--- config.mk ---
export PLATFORM = sky130hd
export DESIGN_NAME = bmsw_blend
export DESIGN_NICKNAME = d
export VERILOG_FILES = /design/src/rtl/core/bmsw_pkg.sv /design/src/rtl/core/bmsw_blend.sv
export SDC_FILE = /design/constraint.sdc
export NUM_CORES = 2
export LEC_CHECK = 0
export BUFFER_PORTS_ARGS = -buffer_cell sky130_fd_sc_hd__buf_2
export CAP_MARGIN = 20
export CORE_MARGIN = 2
export CORE_UTILIZATION = 25
export CTS_BUF_LIST = sky130_fd_sc_hd__clkbuf_4 sky130_fd_sc_hd__clkbuf_8
export CTS_CLUSTER_SIZE = 10
export DETAILED_ROUTE_END_ITERATION = 6
export GPL_TIMING_DRIVEN = 0
export SLEW_MARGIN = 20
export SYNTH_ARGS = -nofsm -noshare
export SYNTH_HDL_FRONTEND = slang
export SYNTH_SLANG_ARGS = --single-unit
--- constraint.sdc ---
create_clock -name clk -period 9.8 [get_ports clk]
set_clock_uncertainty 0.05 [all_clocks]
set_input_delay 0.49 -clock clk [delete_from_list [all_inputs] [get_ports clk]]
set_output_delay 0.49 -clock clk [all_outputs]
set_load 0.01 [all_outputs]
--- src/rtl/core/bmsw_pkg.sv ---
// ----------------------------------------------------------------------------
// bmsw_pkg
// Shared sizes, codes and types of the bilinear weight-map sampler.
// ----------------------------------------------------------------------------
`default_nettype none

package bmsw_pkg;

  localparam int MAP_WIDTH  = 256;
  localparam int MAP_HEIGHT = 128;
  localparam int unsigned MAP_CELLS = MAP_WIDTH * MAP_HEIGHT;

  localparam int ADDR_W = $clog2(MAP_CELLS);
  localparam int COL_W  = $clog2(MAP_WIDTH);
  localparam int ROW_W  = $clog2(MAP_HEIGHT);

  // u*W + half fits here; v saturated to 1.0 is 17 bits
  localparam int SU_W = 16 + $clog2(MAP_WIDTH) + 1;
  localparam int SV_W = 17 + $clog2(MAP_HEIGHT) + 1;
  localparam int XP_W = SU_W - 16;
  localparam int YP_W = SV_W - 16;

  localparam int WGT_W  = 16;
  localparam int W_W    = 33;               // (1-f)*(1-g) up to 2^32
  localparam int PROD_W = WGT_W + W_W;
  localparam int ACC_W  = PROD_W + 1;

  localparam logic [WGT_W-1:0] ONE_Q15  = 16'h8000;
  localparam logic [16:0]      ONE_Q16  = 17'h10000;
  localparam logic [15:0]      HALF_Q16 = 16'h8000;

  localparam logic OP_WRITE  = 1'b0;
  localparam logic OP_SAMPLE = 1'b1;

  localparam logic CFG_MAP_ENABLED = 1'b0;
  localparam logic CFG_FALLBACK    = 1'b1;

  typedef enum logic [2:0] {
    ST_IDLE,
    ST_ADDR,
    ST_READ,
    ST_MUL,
    ST_ACC,
    ST_DONE
  } state_t;

  typedef struct packed {
    logic       clr;
    logic       wgt_en;
    logic       mul_en;
    logic       acc_en;
    logic [1:0] sel;      // bit 0: right column, bit 1: lower row
  } blend_ctl_t;

  function automatic logic [WGT_W-1:0] sat_weight(input logic [WGT_W-1:0] w);
    sat_weight = (w > ONE_Q15) ? ONE_Q15 : w;
  endfunction

endpackage

`default_nettype wire

--- src/rtl/core/bmsw_blend.sv ---
// ----------------------------------------------------------------------------
// bmsw_blend
// Shared weight multiplier, texel multiplier and accumulator; rounds and
// saturates the blended sum.
// ----------------------------------------------------------------------------
`default_nettype none

module bmsw_blend (
  input  wire logic                       clk,
  input  wire bmsw_pkg::blend_ctl_t       ctl,
  input  wire logic [15:0]                fx,
  input  wire logic [15:0]                fy,
  input  wire logic [bmsw_pkg::WGT_W-1:0] texel,
  output logic      [bmsw_pkg::WGT_W-1:0] result
);

  localparam int W_W    = bmsw_pkg::W_W;
  localparam int PROD_W = bmsw_pkg::PROD_W;
  localparam int ACC_W  = bmsw_pkg::ACC_W;

  logic [16:0]       gx, gy, wa, wb;
  logic [W_W-1:0]    w_r, w_nxt;
  logic [PROD_W-1:0] prod_r, prod_nxt;
  logic [ACC_W-1:0]  acc_r, acc_nxt, rnd;
  logic [ACC_W-33:0] q;

  assign gx = bmsw_pkg::ONE_Q16 - 17'(fx);
  assign gy = bmsw_pkg::ONE_Q16 - 17'(fy);
  assign wa = ctl.sel[0] ? 17'(fx) : gx;
  assign wb = ctl.sel[1] ? 17'(fy) : gy;

  assign w_nxt    = W_W'(wa) * W_W'(wb);
  assign prod_nxt = PROD_W'(texel) * PROD_W'(w_r);
  assign acc_nxt  = ctl.clr ? '0 : acc_r + ACC_W'(prod_r);

  always_ff @(posedge clk) begin
    if (ctl.wgt_en) begin
      w_r <= w_nxt;
    end
    if (ctl.mul_en) begin
      prod_r <= prod_nxt;
    end
    if (ctl.clr || ctl.acc_en) begin
      acc_r <= acc_nxt;
    end
  end

  // round half up at bit 31, then clip to 1.0
  assign rnd    = acc_r + ACC_W'(33'h0_8000_0000);
  assign q      = rnd[ACC_W-1:32];
  assign result = (q > (ACC_W-32)'(bmsw_pkg::ONE_Q15)) ? bmsw_pkg::ONE_Q15 :
                  q[bmsw_pkg::WGT_W-1:0];

endmodule

`default_nettype wire

==> impl_results.md <==
* Result of the run: completed
* Vias in the first global route at 26400
* Vert. Die Dim at 369 microns
* Hold crit path type: primary input to flip-flop
* Sink Count at 132
* Final Hold Violating Endpoints at 0
* Startpoint Class: primary input
* Crit path kind: primary input to flip-flop
* Inst Count DP at 5549
* Drt first pass iters at 5
* WL/cell at 16.8 microns
* Number of fill cells at 14100
* Hold Crit Start: ctl[5]
* Synth top area share at 39.4%
* DRT iter0 DRCs at 1617
* Worst setup EP type: flip-flop
* GRT Util Overall at 14.2%
* Worst R2R Setup Slack at 2.30 ns
* Syn Area/Cell at 8.98 sq um
* Tmin final at 9.23 ns
* # setup viols final at 0
* Finished Cell Area at 36400 sq um
* Mapped Area at 33400 sq um
* CTS tree: built
* EDFF count, synth at 132
* Grt total ovfl at 0
* Clk_lat worst skew at 0.54 ns
* Crit. Startpoint: fx[0]
* Register area share after synthesis at 11.9%
* Placed Area at 35900 sq um
* Port Buffer Count at 65
* RSZ-0062 raised after global routing: false
* R2r worst-path depth at 21
* Post-DP HPWL at 80100 microns
* Crit path largest cell delay at 0.57 ns
* Starting Density at 25.1%
* Growth of design area from synthesis to finish at 9.03%
* CP Data Required Time at 10.00 ns
* Cell taking the most area after synthesis: fa_1
* Relative slew slack at 21.5%
* Most numerous cell in the Yosys netlist: inv_1
* Ports at 71
* Final instance count without filler cells at 5585
* Crit-path max FO at 10
* Synth Register Bits at 132
* Final Max Slew Viols at 0
* Clk slew on worst S/H paths at 0.09 ns
* First-pass GRT wire length at 151000 microns
* Core Box Area at 133000 sq um
* Detailed Route WL at 93900 microns
* CTS hold repair buffers at 0
* Maxcap violations at 0
* Least-Margin Pin Slew at 1.17 ns
* Slowest-stage cell, CP: xnor2_1
* Hold path depth at 2
* FP Rows at 134
* Routability cong. at 0.942
* Synthesis Warnings at 0
* Final worst-path cycle share at 94.2%
* CP Data Arrival Time at 9.43 ns
* Worst reg2reg startpoint: w_r[16]
* Mapped Nets at 4704
* Netlist cell types at 74
* Die area at 136000 sq um
* Pin count of the biggest net entering global routing at 51
* Die W at 369 microns
* Reg area at 3960 sq um
* Worst reg2reg endpoint: prod_r[47]
* Num CTS Buffers at 17
* Commonest cells post-synth: inv_1, fa_1, nand2_1
* Root Driver: clkbuf_8
* Top post-synthesis cells by area: fa_1, edfxtp_1, ha_1, inv_1, nand2_1
* Hold Path Sink: acc_r[0]
* Final nets at 4791
* Most used DFF post-synth: edfxtp_1
* Cells after Synth at 3716
* Initial antenna violation count at 16
* # DRC at 0
* CP dominant cell by count: fa_1
* Clock buffer depth at 2
* Drt via density at 4.50
* Core Util, Final at 27.4%
* Layout cell share with drive strength beyond 1 at 3.62%
* Post-route ant nets at 0
* Vias at 25200
* Fmax at 108 MHz
* Share of flip-flops with an asynchronous set or reset at 0%
* Htree depth at 4
* Multi-input gate area at 26200 sq um
## timing repair
action,4_1_cts,5_1_grt
buffers inserted,0,4
setup endpoints to repair,2,5
resized for setup,1,7
## critical path: cells and delay by family
kind	cells	cell delay (ns)
fa+ha+maj	8	3.54
simple gates	8	1.89
compound gates	5	1.53
buf+inv	7	1.25
xor+xnor	2	0.71
## cell usage in the layout (no fill, tap or decap), types with 75 or more instances in the layout
| master | instances |
|---|---|
| edfxtp_1 | 132 |
| clkbuf_1 | 134 |
| nand2_1 | 622 |
| fa_1 | 656 |
| xnor2_1 | 109 |
| and2_1 | 178 |
| nor2_1 | 273 |
| ha_1 | 277 |
| xor2_1 | 75 |
| a21oi_1 | 118 |
| inv_1 | 710 |
## registers in the layout, indices dropped and copies added, names as in the netlist
name,count
acc_r,50
prod_r,49
w_r,33
## per-stage QoR
stage	hold WS (ns)	setup TNS [ns]	setup slack, ns
2_1_floorplan	0.551	0	1.43
3_3_place_gp	0.582	-3.40	-0.899
3_5_place_dp	0.591	-3.03	-0.845
4_1_cts	0.371	0	0.0653
5_1_grt	0.416	0	0.0645
6_report	0.399	0	0.569
## cell families after synthesis
| logic type | count (synthesis) | synth area share, % |
|---|---|---|
| buffers and inverters | 852 | 9.66 |
| DFF | 132 | 11.9 |
| and+or+nand+nor | 1236 | 16.3 |
| AOI/OAI and AO/OA | 369 | 7.23 |
| xor gates and xnor gates | 187 | 4.91 |
| muxes | 7 | 0.221 |
| adders and majority gates | 933 | 49.8 |
## cell type report
cell class	instances	area share [%]
multi-input cells	2732	72.1
flip-flops and latches	132	10.9
inverters	711	7.35
well taps	1768	6.08
plain buffers	140	1.51
repair buffers	69	0.977
clock buffers	18	0.664
clock inverters	14	0.416
diodes	1	0.00688
## per-layer routing
metal,track usage [%],vias up,wire length [microns]
met3,3.86,126,8470
li1,-,11600,-
met5,0,-,103
met4,3.56,16,2190
met1,19.2,12500,41900
met2,22.3,919,41200
## worst max-delay path by stage
stage | slack (ns) | cells after the start | endpoint
2_1_floorplan | 1.43 | 31 | w_r[31]
3_5_place_dp | -0.85 | 31 | w_r[32]
5_1_grt | 0.06 | 30 | w_r[32]
6_report | 0.57 | 30 | w_r[32]
4_1_cts | 0.07 | 29 | w_r[32]
3_3_place_gp | -0.90 | 31 | w_r[32]
Power is not shown: default switching activity piles up to over one toggle a cycle in this logic, so the estimate is an artifact.
