[config.mk]
export PLATFORM = sky130hd
export DESIGN_NAME = bmsw_coord
export DESIGN_NICKNAME = d
export VERILOG_FILES = /design/src/rtl/core/bmsw_pkg.sv /design/src/rtl/core/bmsw_coord.sv
export SDC_FILE = /design/constraint.sdc
export NUM_CORES = 1
export LEC_CHECK = 0
export BUFFER_PORTS_ARGS = -buffer_cell sky130_fd_sc_hd__buf_4
export CAP_MARGIN = 20
export CORE_UTILIZATION = 58
export CTS_BUF_LIST = sky130_fd_sc_hd__clkbuf_4
export CTS_CLUSTER_DIAMETER = 100
export DETAILED_ROUTE_END_ITERATION = 7
export PLACE_DENSITY_LB_ADDON = 0.05
export SETUP_SLACK_MARGIN = 0.5
export SYNTH_ARGS = -nofsm -noshare
export SYNTH_HDL_FRONTEND = slang
export SYNTH_SLANG_ARGS = --single-unit
[constraint.sdc]
create_clock -name clk -period 8.3 [get_ports clk]
set_input_delay 0.415 -clock clk [delete_from_list [all_inputs] [get_ports clk]]
set_output_delay 0.415 -clock clk [all_outputs]
set_load 0.01 [all_outputs]
[src/rtl/core/bmsw_pkg.sv]
// ----------------------------------------------------------------------------
// bmsw_pkg
// Shared sizes, codes and types of the bilinear weight-map sampler.
// ----------------------------------------------------------------------------
`default_nettype none

package bmsw_pkg;

  localparam int MAP_WIDTH  = 256;
  localparam int MAP_HEIGHT = 128;
  localparam int unsigned MAP_CELLS = MAP_WIDTH * MAP_HEIGHT;

  localparam int ADDR_W = $clog2(MAP_CELLS);
  localparam int COL_W  = $clog2(MAP_WIDTH);
  localparam int ROW_W  = $clog2(MAP_HEIGHT);

  // u*W + half fits here; v saturated to 1.0 is 17 bits
  localparam int SU_W = 16 + $clog2(MAP_WIDTH) + 1;
  localparam int SV_W = 17 + $clog2(MAP_HEIGHT) + 1;
  localparam int XP_W = SU_W - 16;
  localparam int YP_W = SV_W - 16;

  localparam int WGT_W  = 16;
  localparam int W_W    = 33;               // (1-f)*(1-g) up to 2^32
  localparam int PROD_W = WGT_W + W_W;
  localparam int ACC_W  = PROD_W + 1;

  localparam logic [WGT_W-1:0] ONE_Q15  = 16'h8000;
  localparam logic [16:0]      ONE_Q16  = 17'h10000;
  localparam logic [15:0]      HALF_Q16 = 16'h8000;

  localparam logic OP_WRITE  = 1'b0;
  localparam logic OP_SAMPLE = 1'b1;

  localparam logic CFG_MAP_ENABLED = 1'b0;
  localparam logic CFG_FALLBACK    = 1'b1;

  typedef enum logic [2:0] {
    ST_IDLE,
    ST_ADDR,
    ST_READ,
    ST_MUL,
    ST_ACC,
    ST_DONE
  } state_t;

  typedef struct packed {
    logic       clr;
    logic       wgt_en;
    logic       mul_en;
    logic       acc_en;
    logic [1:0] sel;      // bit 0: right column, bit 1: lower row
  } blend_ctl_t;

  function automatic logic [WGT_W-1:0] sat_weight(input logic [WGT_W-1:0] w);
    sat_weight = (w > ONE_Q15) ? ONE_Q15 : w;
  endfunction

endpackage

`default_nettype wire

[src/rtl/core/bmsw_coord.sv]
// ----------------------------------------------------------------------------
// bmsw_coord
// Coordinate front end: scales u and v, then derives the wrapped columns,
// clamped rows and the blend fractions.
// ----------------------------------------------------------------------------
`default_nettype none

module bmsw_coord (
  input  wire logic                       clk,
  input  wire logic                       load,
  input  wire logic                       step,
  input  wire logic [15:0]                u_coord,
  input  wire logic signed [17:0]         v_coord,
  output logic      [bmsw_pkg::COL_W-1:0] col0,
  output logic      [bmsw_pkg::COL_W-1:0] col1,
  output logic      [bmsw_pkg::ROW_W-1:0] row0,
  output logic      [bmsw_pkg::ROW_W-1:0] row1,
  output logic      [15:0]                fx,
  output logic      [15:0]                fy
);

  localparam int SU_W  = bmsw_pkg::SU_W;
  localparam int SV_W  = bmsw_pkg::SV_W;
  localparam int XP_W  = bmsw_pkg::XP_W;
  localparam int YP_W  = bmsw_pkg::YP_W;
  localparam int COL_W = bmsw_pkg::COL_W;
  localparam int ROW_W = bmsw_pkg::ROW_W;

  logic [16:0]     vsat;
  logic [SU_W-1:0] su_r, su_nxt;
  logic [SV_W-1:0] sv_r, sv_nxt;
  logic [XP_W-1:0] x0p, xm1;
  logic [YP_W-1:0] y0p, ym1;
  logic [COL_W-1:0] col0_r, col0_nxt, col1_r, col1_nxt;
  logic [ROW_W-1:0] row0_r, row0_nxt, row1_r, row1_nxt;
  logic [15:0]      fx_r, fy_r;

  // v saturated to [0, 1.0]
  assign vsat = v_coord[17] ? 17'd0 :
                (v_coord[16:0] > bmsw_pkg::ONE_Q16) ? bmsw_pkg::ONE_Q16 : v_coord[16:0];

  // offset of one whole unit folded in: -0.5 + 1.0 = +0.5
  assign su_nxt = SU_W'(u_coord) * SU_W'(bmsw_pkg::MAP_WIDTH) + SU_W'(bmsw_pkg::HALF_Q16);
  assign sv_nxt = SV_W'(vsat) * SV_W'(bmsw_pkg::MAP_HEIGHT) + SV_W'(bmsw_pkg::HALF_Q16);

  assign x0p = su_r[SU_W-1:16];
  assign xm1 = x0p - XP_W'(1);
  assign y0p = sv_r[SV_W-1:16];
  assign ym1 = y0p - YP_W'(1);

  assign col0_nxt = (x0p == '0 || xm1 >= XP_W'(bmsw_pkg::MAP_WIDTH)) ?
                    COL_W'(bmsw_pkg::MAP_WIDTH - 1) : COL_W'(xm1);
  assign col1_nxt = (col0_nxt == COL_W'(bmsw_pkg::MAP_WIDTH - 1)) ?
                    '0 : col0_nxt + COL_W'(1);

  assign row0_nxt = (y0p == '0) ? '0 :
                    (ym1 > YP_W'(bmsw_pkg::MAP_HEIGHT - 1)) ?
                    ROW_W'(bmsw_pkg::MAP_HEIGHT - 1) : ROW_W'(ym1);
  assign row1_nxt = (y0p > YP_W'(bmsw_pkg::MAP_HEIGHT - 1)) ?
                    ROW_W'(bmsw_pkg::MAP_HEIGHT - 1) : ROW_W'(y0p);

  always_ff @(posedge clk) begin
    if (load) begin
      su_r <= su_nxt;
      sv_r <= sv_nxt;
    end
    if (step) begin
      col0_r <= col0_nxt;
      col1_r <= col1_nxt;
      row0_r <= row0_nxt;
      row1_r <= row1_nxt;
      fx_r   <= su_r[15:0];
      fy_r   <= sv_r[15:0];
    end
  end

  assign col0 = col0_r;
  assign col1 = col1_r;
  assign row0 = row0_r;
  assign row1 = row1_r;
  assign fx   = fx_r;
  assign fy   = fy_r;

endmodule

`default_nettype wire

==> results.json, run 1 <==
{
  "status": "completed",
  "synth_top_family_by_area": "simple AND/OR/NAND/NOR gates",
  "ant_nets": 0,
  "rsz0062_at_grt": "no",
  "yosys.area.top_type": "edfxtp_1",
  "htree_levels": 3,
  "cts_sinks": 82,
  "cp.arrival_ns": 3.17,
  "insertion_delay_ns": 0.40,
  "antenna_cells": 0,
  "design_area_sq_um": 4512,
  "crit_start": "su_r[19]",
  "clkTransAtPathRegs_ns": 0.11,
  "crit_type": "reg2reg",
  "grt_use_total": 0.2047,
  "start_util": 0.6170,
  "antenna_found_initial": 0,
  "rr_startpoint": "su_r[19]",
  "p_leak_nw": 1.688,
  "port_buffers": 83,
  "dieArea_sq_um": 6810,
  "report.final.slew_viol_count": 0,
  "skew_ns": 0.01033,
  "nFillCells": 414,
  "placed_area_sq_um": 4379,
  "cp_max_fo": 9,
  "dp.cells": 427,
  "fmax_mhz": 343.8,
  "cts_root_buffer": "clkbuf_4",
  "synthAdderAreaFrac": 0.01996,
  "synth_xor_area_frac": 0.05822,
  "start_kind": "register",
  "grt_pass1_vias": 2261,
  "hold_violations": 0,
  "ctsHoldBuffers": 0,
  "vias": 2358,
  "worst_slew_pin_slew_ns": 0.7815,
  "area_growth_pct": 19.96,
  "ios": 99,
  "dr.pass1.iters": 4,
  "powerDensity_nw_per_um2": 191.2,
  "async_reset_ff_frac": 0,
  "final_util": 0.7401,
  "place.gp.congestion": 0.9083,
  "grt_overflow": 0,
  "routedWlPerCell_um": 13.92,
  "seq_area_frac_synth": 0.6547,
  "peakVddDrop_mv": 0.1282,
  "final_cell_count_no_fill": 443,
  "row_count": 28,
  "tns_ns": 0,
  "drive_above_1_share": 0.2826,
  "yosysMostFrequentCell": "edfxtp_1",
  "final.period_utilization": 0.3505,
  "drc": 0,
  "die_width_um": 82.53,
  "setup_violations": 0,
  "synth-compound-area-share": 0.07485,
  "ys_ff_latch": 82,
  "synth_mux_area_frac": 0.002661,
  "end_kind": "register",
  "clk_path_buf_depth": 2,
  "synth_edf_count": 82,
  "via_per_inst": 5.323,
  "synthTopCellsByArea": "edfxtp_1, xnor2_1, buf_4, and2_1, ha_1",
  "nets": 406,
  "grt_pass1_wl_mm": 10.10,
  "cap_violations": 0,
  "hold_class": "in2reg",
  "fin_crit_ns": 2.909,
  "postCtsSetupBuffers": 0,
  "cp.required_ns": 8.56,
  "synth.distinct_cells": 48,
  "yosysWarnings": 0,
  "min_from": "u_coord[1]",
  "ys.flop_type": "edfxtp_1",
  "coreArea_sq_um": 6096,
  "wl_mm": 6.168,
  "tritoncts": "built",
  "dieHeight_um": 82.53,
  "grt_max_degree": 48,
  "r2r_setup_slack_ns": 5.39,
  "syn_area_sq_um": 3761,
  "yosys.area_share.simple": 0.1394,
  "cts_resized": 0,
  "synth_top_area_frac": 0.6547,
  "synth_commonest_cells": "edfxtp_1, xnor2_1, and2_1, nand2_1, buf_4",
  "hpwl_mm": 4.416,
  "relSlewSlack": 0.4745,
  "initialDrtViolationCount": 83,
  "avgSynthCellArea_sq_um": 13.63,
  "syn_inst": 276,
  "numCtsBuffers": 9
}
[placed cells by master, fill, tap and decap left out, types with 2 or more instances in the layout]
cell,Yosys,layout
xor2_1,5,5
nor3_1,5,5
o32a_1,2,2
nor2b_1,6,6
and3_1,4,4
nor4_1,6,6
and2_1,17,17
nand3_1,13,13
clkbuf_4,0,10
inv_1,8,8
conb_1,1,16
a21oi_1,11,11
o21bai_1,2,2
a311oi_1,2,2
clkinvlp_4,0,2
nor4b_1,2,2
nand2_1,17,17
clkinv_1,0,2
nor2_1,12,12
or3_1,6,6
ha_1,6,6
a31oi_1,4,4
xnor2_1,20,20
buf_4,15,83
edfxtp_1,82,82
[flip-flops by register name, summed over array words and instances (netlist names)]
signal / flops
sv_r: 18
row0: 7
col0: 8
fx: 8
su_r: 17
col1: 8
fy: 9
row1: 7
[power breakdown]
| part | internal (mW) | switching [mW] |
|---|---|---|
| Combinational | 0.0618 | 0.0678 |
| Sequential | 0.495 | 0.0182 |
| Clock | 0.0928 | 0.127 |
| Total | 0.650 | 0.213 |
[routing by layer]
layer	share of wire	GRT usage	vias to the layer above
met5	0	0	-
met4	0.018	0.1121	0
met3	0.10	0.06813	10
met2	0.48	0.3264	107
met1	0.40	0.2455	1071
li1	-	-	1170
[stage by stage]
step	hold WS (ns)	setup slack (ns)	power (mW)
2_1_floorplan	0.4003	5.590	0.5939
3_3_place_gp	0.4010	5.411	0.6473
3_5_place_dp	0.4045	5.418	0.6523
4_1_cts	0.1450	5.401	0.8696
5_1_grt	0.1450	5.118	0.9010
6_report	0.1839	5.391	0.8627
[final cells by class]
cell class	count	area (sq um)	share of cell area
Clock buffer	10	75.07	0.01664
Sequential cell	82	2462	0.5458
Tap cell	75	93.84	0.02080
Timing Repair Buffer	83	623.1	0.1381
Clock inverter	6	57.56	0.01276
Multi-Input combinational cell	179	1170	0.2593
Inverter	8	30.03	0.006656
[worst max-delay path, cell delays in order, from the launching register on]
cell      delay, ns
edfxtp_1       0.53
or4_4          0.60
or2_4          0.28
o32ai_4        0.37
nand2_1        0.16
ha_1           0.28
nor2b_1        0.19
o21bai_1       0.17
o21ai_1        0.07
a21oi_1        0.15
[path summary, 6_finish.rpt]
check | to | cells after the start
max reg2reg | col1[7] | 9
min reg2reg | fy[13] | 0
max | col1[7] | 9
min | su_r[9] | 1
[logic make-up (layout without fill, tap and decap cells)]
logic type | Yosys count | in the layout
flip-flops | 82 | 82
multiplexers | 1 | 1
AO/OA/AOI/OAI | 35 | 35
XOR/XNOR | 25 | 25
other | 1 | 16
buffers and inverters | 30 | 107
AND/OR/NAND/NOR | 96 | 96
adder cells (fa/ha/maj) | 6 | 6
Note: power is estimated with default switching activity, not from simulation.
==> inputs of run 2 (changes only) <==
--- a/config.mk
+++ b/config.mk
@@ -5,9 +5,10 @@
 export SDC_FILE = /design/constraint.sdc
 export NUM_CORES = 1
 export LEC_CHECK = 0
+export ABC_AREA = 1
 export BUFFER_PORTS_ARGS = -buffer_cell sky130_fd_sc_hd__buf_4
 export CAP_MARGIN = 20
-export CORE_UTILIZATION = 58
+export CORE_UTILIZATION = 50
 export CTS_BUF_LIST = sky130_fd_sc_hd__clkbuf_4
 export CTS_CLUSTER_DIAMETER = 100
 export DETAILED_ROUTE_END_ITERATION = 7
==> constraint.sdc (replaced) <==
create_clock -name clk -period 2.5 [get_ports clk]
set_input_delay 0.125 -clock clk [delete_from_list [all_inputs] [get_ports clk]]
set_output_delay 0.125 -clock clk [all_outputs]
set_load 0.01 [all_outputs]
==> run 2 against run 1 <==
  * Non-clock buffer count up 30
  * Area after synthesis is 4.2% higher
  * Sequential share of layout area decreased by 6.5 points
  * Global-route usage down 1.8 points
  * Combinational power increased to 4.2 times the previous value
  * Fmax up 49%
  * Register-to-register slack got worse by 4.8 ns
==> results.json, run 2 <==
{
  "seq_area_frac_synth": 0.6282,
  "port_buffers": 83,
  "grt_pass1_vias": 2690,
  "grt_use_total": 0.1871,
  "cap_violations": 0,
  "synth.distinct_cells": 31,
  "clkPwrFrac": 0.268,
  "skew_ns": 0.02296,
  "place.gp.congestion": 0.8455,
  "start_kind": "register",
  "cp_max_fo": 6,
  "tritoncts": "built",
  "clk_path_buf_depth": 2,
  "synth_top_area_frac": 0.6282,
  "relSlewSlack": 0.6335,
  "initialDrtViolationCount": 146,
  "ys.flop_type": "edfxtp_1",
  "routedWlPerCell_um": 12.10,
  "htree_levels": 3,
  "final_cell_mix": "buf_4, edfxtp_1, nand2_1",
  "yosysMostFrequentCell": "edfxtp_1",
  "dieArea_sq_um": 8198,
  "p_leak_nw": 2.194,
  "grt_overflow": 0,
  "via_per_inst": 4.707,
  "numCtsBuffers": 9,
  "setup_violations": 0,
  "synth_edf_count": 82,
  "final_common_cell": "buf_4",
  "end_kind": "register",
  "antenna_cells": 0,
  "ios": 99,
  "vias": 2744,
  "fmax_mhz": 512.1,
  "crit_type": "reg2reg",
  "die_width_um": 90.55,
  "fin_crit_ns": 1.953,
  "worst_slew_pin_slew_ns": 0.5498,
  "row_count": 31,
  "coreArea_sq_um": 7408,
  "cell_internal_pwr_mw": 2.210,
  "final.period_utilization": 0.7811,
  "ant_nets": 0,
  "syn_area_sq_um": 3920,
  "cp.arrival_ns": 2.14,
  "largest_reg_flops": 18,
  "rsz0062_at_grt": "yes",
  "powerDensity_nw_per_um2": 593.9,
  "drive_above_1_share": 0.3099,
  "final_cell_count_no_fill": 583,
  "grt_max_degree": 48,
  "dp.cells": 539,
  "ys_ff_latch": 82,
  "dr.pass1.iters": 4,
  "cts_root_buffer": "clkbuf_4",
  "wl_mm": 7.054,
  "switching_share": 0.2740,
  "combPwrFrac": 0.178,
  "area_growth_pct": 30.74,
  "hold_violations": 0,
  "nets": 523,
  "avgSynthCellArea_sq_um": 11.01,
  "syn_inst": 356,
  "regMostFlops": "sv_r",
  "dieHeight_um": 90.55,
  "report.final.slew_viol_count": 0,
  "start_util": 0.5291,
  "yosysWarnings": 0,
  "seq_power_share": 0.554,
  "grt_pass1_wl_mm": 11.90,
  "peakVddDrop_mv": 0.3091,
  "drc": 0,
  "status": "completed",
  "clkTransAtPathRegs_ns": 0.15,
  "final_util": 0.6918,
  "async_reset_ff_frac": 0,
  "antenna_found_initial": 0,
  "yosys.area.top_type": "edfxtp_1",
  "insertion_delay_ns": 0.43,
  "cp.required_ns": 2.68,
  "hpwl_mm": 4.951,
  "cts_sinks": 82,
  "hold_class": "in2reg",
  "synth_commonest_cells": "edfxtp_1, nand2_1, inv_1, nor2_1, nand3_1",
  "p_sw_mw": 0.8338,
  "synthTopCellsByArea": "edfxtp_1, nand2_1, inv_1, nor2_1, nand3_1",
  "tns_ns": 0
}
==> run 2: routing by layer <==
layer,GRT usage,part of all wire,vias up
li1,-,-,1400
met1,0.2104,0.41,1260
met2,0.3359,0.52,77
met3,0.05471,0.060,7
met4,0.06586,0.012,0
met5,0,0,-
==> run 2: final cells by class <==
| cell class | instances | area (sq um) |
|---|---|---|
| multi-input cells | 218 | 1280 |
| clock buffers | 9 | 67.56 |
| well taps | 99 | 123.9 |
| flip-flops and latches | 82 | 2462 |
| inverters | 55 | 209.0 |
| fillers | 546 | 2283 |
| repair buffers | 113 | 898.4 |
| clock inverters | 7 | 83.83 |
==> run 2: repair_timing <==
item                                    in CTS  in global routing
endpoints found under the setup margin      12                 12
endpoints found under the hold margin       19                  1
hold buffers                                19                  1
pin swaps                                    1                  3
resized for setup                            3                 11
setup buffers                                5                  3
==> run 2: worst paths after layout <==
check	start	endpoint	slack [ns]	cells after the start
worst min register to register	su_r[13]	fx[13]	0.42	0
worst max register to register	su_r[17]	col1[5]	0.55	14
worst min-delay path	v_coord[2]	sv_r[9]	0.03	3
worst max-delay path	su_r[17]	col1[5]	0.55	14
==> run 2: power by group through the flow <==
| stage | clock [mW] | sequential [mW] | combinational, mW |
|---|---|---|---|
| final | 0.815 | 1.69 | 0.542 |
| after detailed placement | 0 | 1.72 | 0.478 |
| after global placement | 0 | 1.72 | 0.470 |
| after CTS | 0.838 | 1.69 | 0.521 |
| after global routing | 0.891 | 1.70 | 0.600 |
| after floorplan | 0 | 1.75 | 0.253 |
==> run 2: kinds of logic (layout without fill, tap and decap cells) <==
| kind of cell | after synthesis | after routing | share of synthesized area |
|---|---|---|---|
| compound gates | 10 | 10 | 0.02139 |
| xor+xnor | 17 | 17 | 0.03798 |
| fa+ha+maj | 7 | 7 | 0.02234 |
| buf+inv | 71 | 184 | 0.08267 |
| flops | 82 | 82 | 0.6282 |
| other cells | 1 | 16 | 0.0009566 |
| simple gates | 168 | 168 | 0.2065 |
==> run 2: worst max-delay path, stage by stage (launching register included) <==
cell	delay [ns]
edfxtp_1	0.45
inv_2	0.10
ha_4	0.18
inv_2	0.04
nand2_2	0.05
nand3_2	0.07
nor2_4	0.17
nor2_8	0.07
nand2_4	0.08
ha_4	0.15
nand2_4	0.05
inv_4	0.08
nand3_4	0.08
nor2_4	0.11
nor2_1	0.04
==> run 2: through the flow <==
step                      setup WS (ns)  instance area, sq um  hold WS [ns]  total power [mW]
after floorplan                  0.4903                  4029        0.2239             2.002
after global placement           0.3936                  4673        0.3035             2.191
after detailed placement         0.3208                  4673        0.3043             2.203
after CTS                        0.4967                  5060       0.01061             3.047
after global routing             0.4133                  5125       0.01051             3.191
final                            0.5473                  5125       0.03268             3.044
